$ cat src/rtl/core/assert_macros.svh
// ----------------------------------------------------------------------------
// assertion macros
// shared concurrent assertion forms, clocked on clk and cut by rst_n
// ----------------------------------------------------------------------------
`ifndef ASSERT_MACROS_SVH
`define ASSERT_MACROS_SVH

// same-cycle implication
`define SSDR_ASSERT_IMPL(label, ante, cons, msg) \
    label: assert property (@(posedge clk) disable iff (!rst_n) (ante) |-> (cons)) \
        else $error(msg);

// next-cycle implication
`define SSDR_ASSERT_NEXT(label, ante, cons, msg) \
    label: assert property (@(posedge clk) disable iff (!rst_n) (ante) |=> (cons)) \
        else $error(msg);

`endif

$ cat src/rtl/core/ssdr_pkg.sv
// ----------------------------------------------------------------------------
// ssdr_pkg
// shared types and constants of the ssd nearest neighbour ranker
// ----------------------------------------------------------------------------
package ssdr_pkg;

    localparam int DIST_W     = 44;
    localparam int IDX_W      = 6;
    localparam int VLEN_W     = 13;
    localparam int ECNT_W     = 7;
    localparam int CFG_W      = 13;
    localparam int CFG_ADDR_W = 1;

    localparam int DEF_MAX_DIM      = 4096;
    localparam int DEF_MAX_ENTRIES  = 64;
    localparam int DEF_ELEMENT_BITS = 16;

    localparam logic [DIST_W-1:0] DIST_MAX = '1;

    localparam logic [VLEN_W-1:0] VLEN_RESET = 13'd1024;
    localparam logic [ECNT_W-1:0] ECNT_RESET = 7'd64;

    localparam logic [CFG_ADDR_W-1:0] REG_VECTOR_LENGTH = 1'd0;
    localparam logic [CFG_ADDR_W-1:0] REG_ENTRY_COUNT   = 1'd1;

    typedef enum logic {
        OP_QUERY = 1'b0,
        OP_REF   = 1'b1
    } opcode_t;

    // finished entry handed to the ranking cells
    typedef struct packed {
        logic              valid;
        logic              run_end;
        logic [IDX_W-1:0]  index;
        logic [DIST_W-1:0] dist_val;
    } ssdr_ins_t;

    // ranking status back to the accumulator
    typedef struct packed {
        logic emitting;
        logic done;
    } ssdr_status_t;

endpackage

$ cat src/rtl/core/ssdr_front.sv
// ----------------------------------------------------------------------------
// ssdr_front
// input acceptance, opcode decode and a short item queue
// ----------------------------------------------------------------------------
module ssdr_front
    import ssdr_pkg::*;
#(
    parameter int ELEMENT_BITS = DEF_ELEMENT_BITS
)
(
    input  logic                           clk,
    input  logic                           rst_n,
    input  logic                           in_valid,
    output logic                           in_ready,
    input  logic                           opcode,
    input  logic signed [ELEMENT_BITS-1:0] element,
    output logic                           q_valid,
    output opcode_t                        q_opcode,
    output logic signed [ELEMENT_BITS-1:0] q_element,
    input  logic                           q_pop
);

    localparam int QDEPTH = 4;
    localparam int PW     = $clog2(QDEPTH);
    localparam int CW     = $clog2(QDEPTH + 1);

    opcode_t                        op_mem [QDEPTH];
    logic signed [ELEMENT_BITS-1:0] el_mem [QDEPTH];
    logic [PW-1:0]                  wr_ptr_reg;
    logic [PW-1:0]                  rd_ptr_reg;
    logic [CW-1:0]                  count_reg;
    logic [CW-1:0]                  count_next;
    logic                           push;

    assign in_ready  = (count_reg != CW'(QDEPTH));
    assign push      = in_valid && in_ready;
    assign q_valid   = (count_reg != '0);
    assign q_opcode  = op_mem[rd_ptr_reg];
    assign q_element = el_mem[rd_ptr_reg];

    always_comb
    begin
        count_next = count_reg;
        if (push && !q_pop)
        begin
            count_next = count_reg + CW'(1);
        end
        else if (!push && q_pop)
        begin
            count_next = count_reg - CW'(1);
        end
    end

    always_ff @(posedge clk or negedge rst_n)
    begin
        if (!rst_n)
        begin
            wr_ptr_reg <= '0;
            rd_ptr_reg <= '0;
            count_reg  <= '0;
        end
        else
        begin
            if (push)
            begin
                wr_ptr_reg <= wr_ptr_reg + PW'(1);
            end
            if (q_pop)
            begin
                rd_ptr_reg <= rd_ptr_reg + PW'(1);
            end
            count_reg <= count_next;
        end
    end

    always_ff @(posedge clk)
    begin
        if (push)
        begin
            op_mem[wr_ptr_reg] <= opcode_t'(opcode);
            el_mem[wr_ptr_reg] <= element;
        end
    end

endmodule

$ cat config.mk
export PLATFORM = sky130hd
export DESIGN_NAME = ssdr_front
export DESIGN_NICKNAME = d
export VERILOG_FILES = /design/src/rtl/core/assert_macros.svh /design/src/rtl/core/ssdr_pkg.sv /design/src/rtl/core/ssdr_front.sv
export SDC_FILE = /design/constraint.sdc
export NUM_CORES = 1
export LEC_CHECK = 0
export BUFFER_PORTS_ARGS = -buffer_cell sky130_fd_sc_hd__buf_4
export CELL_PAD_IN_SITES_DETAIL_PLACEMENT = 1
export CELL_PAD_IN_SITES_GLOBAL_PLACEMENT = 2
export CORE_MARGIN = 5
export CORE_UTILIZATION = 41
export CTS_BUF_LIST = sky130_fd_sc_hd__clkbuf_2 sky130_fd_sc_hd__clkbuf_4 sky130_fd_sc_hd__clkbuf_8
export DETAILED_ROUTE_END_ITERATION = 8
export HOLD_SLACK_MARGIN = 0.08
export MAX_ROUTING_LAYER = met4
export PLACE_DENSITY_LB_ADDON = 0.1
export SLEW_MARGIN = 20
export SYNTH_ARGS = -nofsm -noshare
export SYNTH_HDL_FRONTEND = slang
export SYNTH_SLANG_ARGS = --single-unit
$ cat constraint.sdc
create_clock -name clk -period 1.8 [get_ports clk]
set_clock_uncertainty 0.15 [all_clocks]
set_input_delay 0.36 -clock clk [delete_from_list [all_inputs] [get_ports clk]]
set_output_delay 0.36 -clock clk [all_outputs]
set_load 0.02 [all_outputs]
==> metrics.csv <==
stage;metric;value;unit
floorplanning;design.core.area;0.00683;mm^2
logic_synthesis;synth_commonest_cells;edfxtp_1, mux4_1, mux4_2;
grt;track_usage;14.8;%
logic_synthesis;synthDistinctLibCells;18;
logic_synthesis;yosys_warnings;0;
critical_path;reg2reg_slack;-0.06;ns
grt;globalRouteOverflowTotal;0;
logic_synthesis;yosysTopAreaCell;edfxtp_1;
cts;clkTransAtPathRegs;0.07;ns
worst_hold_path;hp-start;q_pop;
placement;dp_hpwl;3960;um
detailed_routing;wl_per_cell;18.7;um
logic_synthesis;synth.avg_cell_area;23.4;um^2
critical_path;worstPathRequired;1.29;ns
pwr;p_per_area;1630;mW/mm^2
placement;port_buffers;39;
sta;relSlewSlack;90.5;%
logic_synthesis;ys.flop_type;edfxtp_1;
floorplanning;rows;30;
sta;setup_slack;-0.309;ns
detailed_routing;drt_iter0_drc;51;
detailed_routing;drcViolationCount;0;
sta;fin_crit_sh;117;%
critical_path;critPathTopFamily;multiplexers;
logic_synthesis;ys_top_cells_by_area;edfxtp_1, mux4_1, mux4_2;
sta;drv_slew;0;
floorplanning;die_width;94.2;um
cts;cts_root_buf;clkbuf_8;
logic_synthesis;syn_nets;151;
job;drv_cap;0;
grt;grt_pass1_vias;1691;
logic_synthesis;ys_seq_area_share;76.3;%
cells_and_area;drive_above_1_share;50.7;%
cts;numCtsBuffers;9;
pwr;p_total;0.00660;W
pwr;power.leakage;1.49;nW
cells_and_area;final_cells;317;
pwr;ir_drop;0.000767;V
critical_path;crit_chain;buf_6 -> mux4_2 -> buf_6;
sta;rsz0062_at_grt;yes;
cts;ctsHtreeMaxLevel;3;
logic_synthesis;synth.cell_area;0.00291;mm^2
grt;grt_pass1_wl;9110;um
logic_synthesis;postSynth.asyncResetShare;9.33;%
cells_and_area;seq_area;0.00222;mm^2
cells_and_area;multiInputGateArea;621;um^2
sta;fmax;474;MHz
cells_and_area;largest_reg_flops;64;
cts;clkLatencyLatePin;0.34;ns
detailed_routing;dr.pass1.iters;4;
cells_and_area;fillers;613;
sta;hold_viol;0;
critical_path;critPathLaunch;rd_ptr_reg[0]$_DFFE_PN0P_;
worst_hold_path;hold_path_class;primary input to flop;
critical_path;setup.worst_path.end_class;output pin;
critical_path;critical_path_class;flop to output pin;
logic_synthesis;synth_cells;124;
critical_path;r2r-start;count_reg[0]$_DFFE_PN0P_;
logic_synthesis;synth.top_cell.area_share;70.3;%
grt;antenna_found_initial;0;
floorplanning;io_pins;40;
grt;grt_max_degree;14;
critical_path;max_stage_delay;0.53;ns
floorplanning;dieArea;0.00887;mm^2
run_status;status;finished, violations left;
detailed_routing;num_vias;1487;
cts;tritoncts;built;
placement;gp_congestion;0.705;
cells_and_area;final_util;59.3;%
cells_and_area;fin_nets;243;
critical_path;start_kind;flop;
critical_path;cp_num_buf_inv;2;
floorplanning;die_y;94.2;um
critical_path;crit_path_frequent_cell;buf_6;
cts;clock_sink_count;75;
cells_and_area;antenna_cells;0;
detailed_routing;final_antenna_net_count;0;
logic_synthesis;synth_edf_count;68;
floorplanning;start_util;42.5;%
placement;postPlaceCellArea;0.00346;mm^2
sta;period_needed;2.11;ns
placement;place_inst;273;
critical_path;cp_slowest_cell;mux4_2;
critical_path;cp.arrival;1.60;ns
run_status;violations;negative setup slack;
sta;finalSetupViolations;20;
sta;tightest_slew;0.142;ns
cells_and_area;post-route-cell-area;0.00405;mm^2
detailed_routing;routed_wl;5940;um
detailed_routing;vias_per_cell;4.69;
critical_path;cp_max_fo;7;
logic_synthesis;synth_seq_cells;75;
cts;clockBufferDepth;2;
logic_synthesis;yosysMostFrequentCell;edfxtp_1;
cells_and_area;area_growth;39.4;%
path summary, 6_finish.rpt:
check | cells past startpoint | to
max in group asynchronous | 2 | rd_ptr_reg[0]$_DFFE_PN0P_
worst min-delay path | 3 | rd_ptr_reg[1]$_DFFE_PN0P_
worst max-delay path | 3 | q_element[8]
min in group asynchronous | 2 | wr_ptr_reg[0]$_DFFE_PN0P_
worst min register to register | 1 | wr_ptr_reg[1]$_DFFE_PN0P_
worst max register to register | 6 | count_reg[1]$_DFFE_PN0P_
cells by family (layout without fill, tap and decap cells):
family	count (synthesis)	after routing	share of synthesized area, %
flops	75	75	76.3
mux	19	19	15.1
simple gates	9	9	1.59
buf+inv	8	105	1.94
fa+ha+maj	6	6	2.84
xor+xnor	6	6	1.81
compound gates	1	1	0.388
cells in the final DEF, fill, tap and decap left out, types with 4 or more instances in the layout:
cell type	Yosys	final
mux4_2	8	17
buf_6	1	29
dlygate4sd3_1	0	19
clkbuf_8	0	9
buf_12	1	4
and2_4	0	4
buf_4	0	31
ha_1	5	4
dfrtp_1	7	6
edfxtp_1	68	68
metrics by stage:
stage          hold WS, ns  setup WS [ns]  TNS (ns)
6_report             0.186         -0.309     -5.08
5_1_grt              0.183         -0.369     -6.31
4_1_cts              0.161         -0.367     -6.18
3_5_place_dp        0.0396        -0.0510    -0.205
3_3_place_gp        0.0347       -0.00888  -0.00888
2_1_floorplan      -0.0856         -0.125    -0.210
report_power, final:
group	internal, W	leakage, nW	switching (W)
sequential	0.00233	0.704	0.000147
combinational	0.00157	0.690	0.00129
clock	0.000655	0.0919	0.000611
layout make-up:
| class | count | share of cell area, % |
|---|---|---|
| multi-input combinational | 41 | 15.3 |
| sequential | 75 | 54.8 |
| timing repair buffer | 85 | 21.7 |
| clock inverter | 6 | 1.64 |
| clock buffer | 10 | 3.24 |
| inverter | 4 | 0.371 |
| tap | 96 | 2.96 |
worst register-to-register path: stages, from the launching register on:
cell      delay, ns
dfrtp_1        0.41
nor2_2         0.16
a21boi_2       0.08
ha_2           0.20
inv_2          0.06
fa_2           0.42
mux2_2         0.27
routing by layer:
metal	GRT usage, %	wire length [um]	vias up
met1	17.4	2520	761
li1	-	-	681
met4	7.58	102	0
met3	2.80	205	10
met5	-	0	-
met2	24.3	3110	35
repair_timing:
action	CTS	global route
pin swaps	6	7
setup buffers	5	2
resized for setup	35	12
cloned	0	2
setup endpoints to repair	20	80
hold endpoints to repair	76	0
hold buffers	19	0
Note: power is estimated with default switching activity, not from simulation.
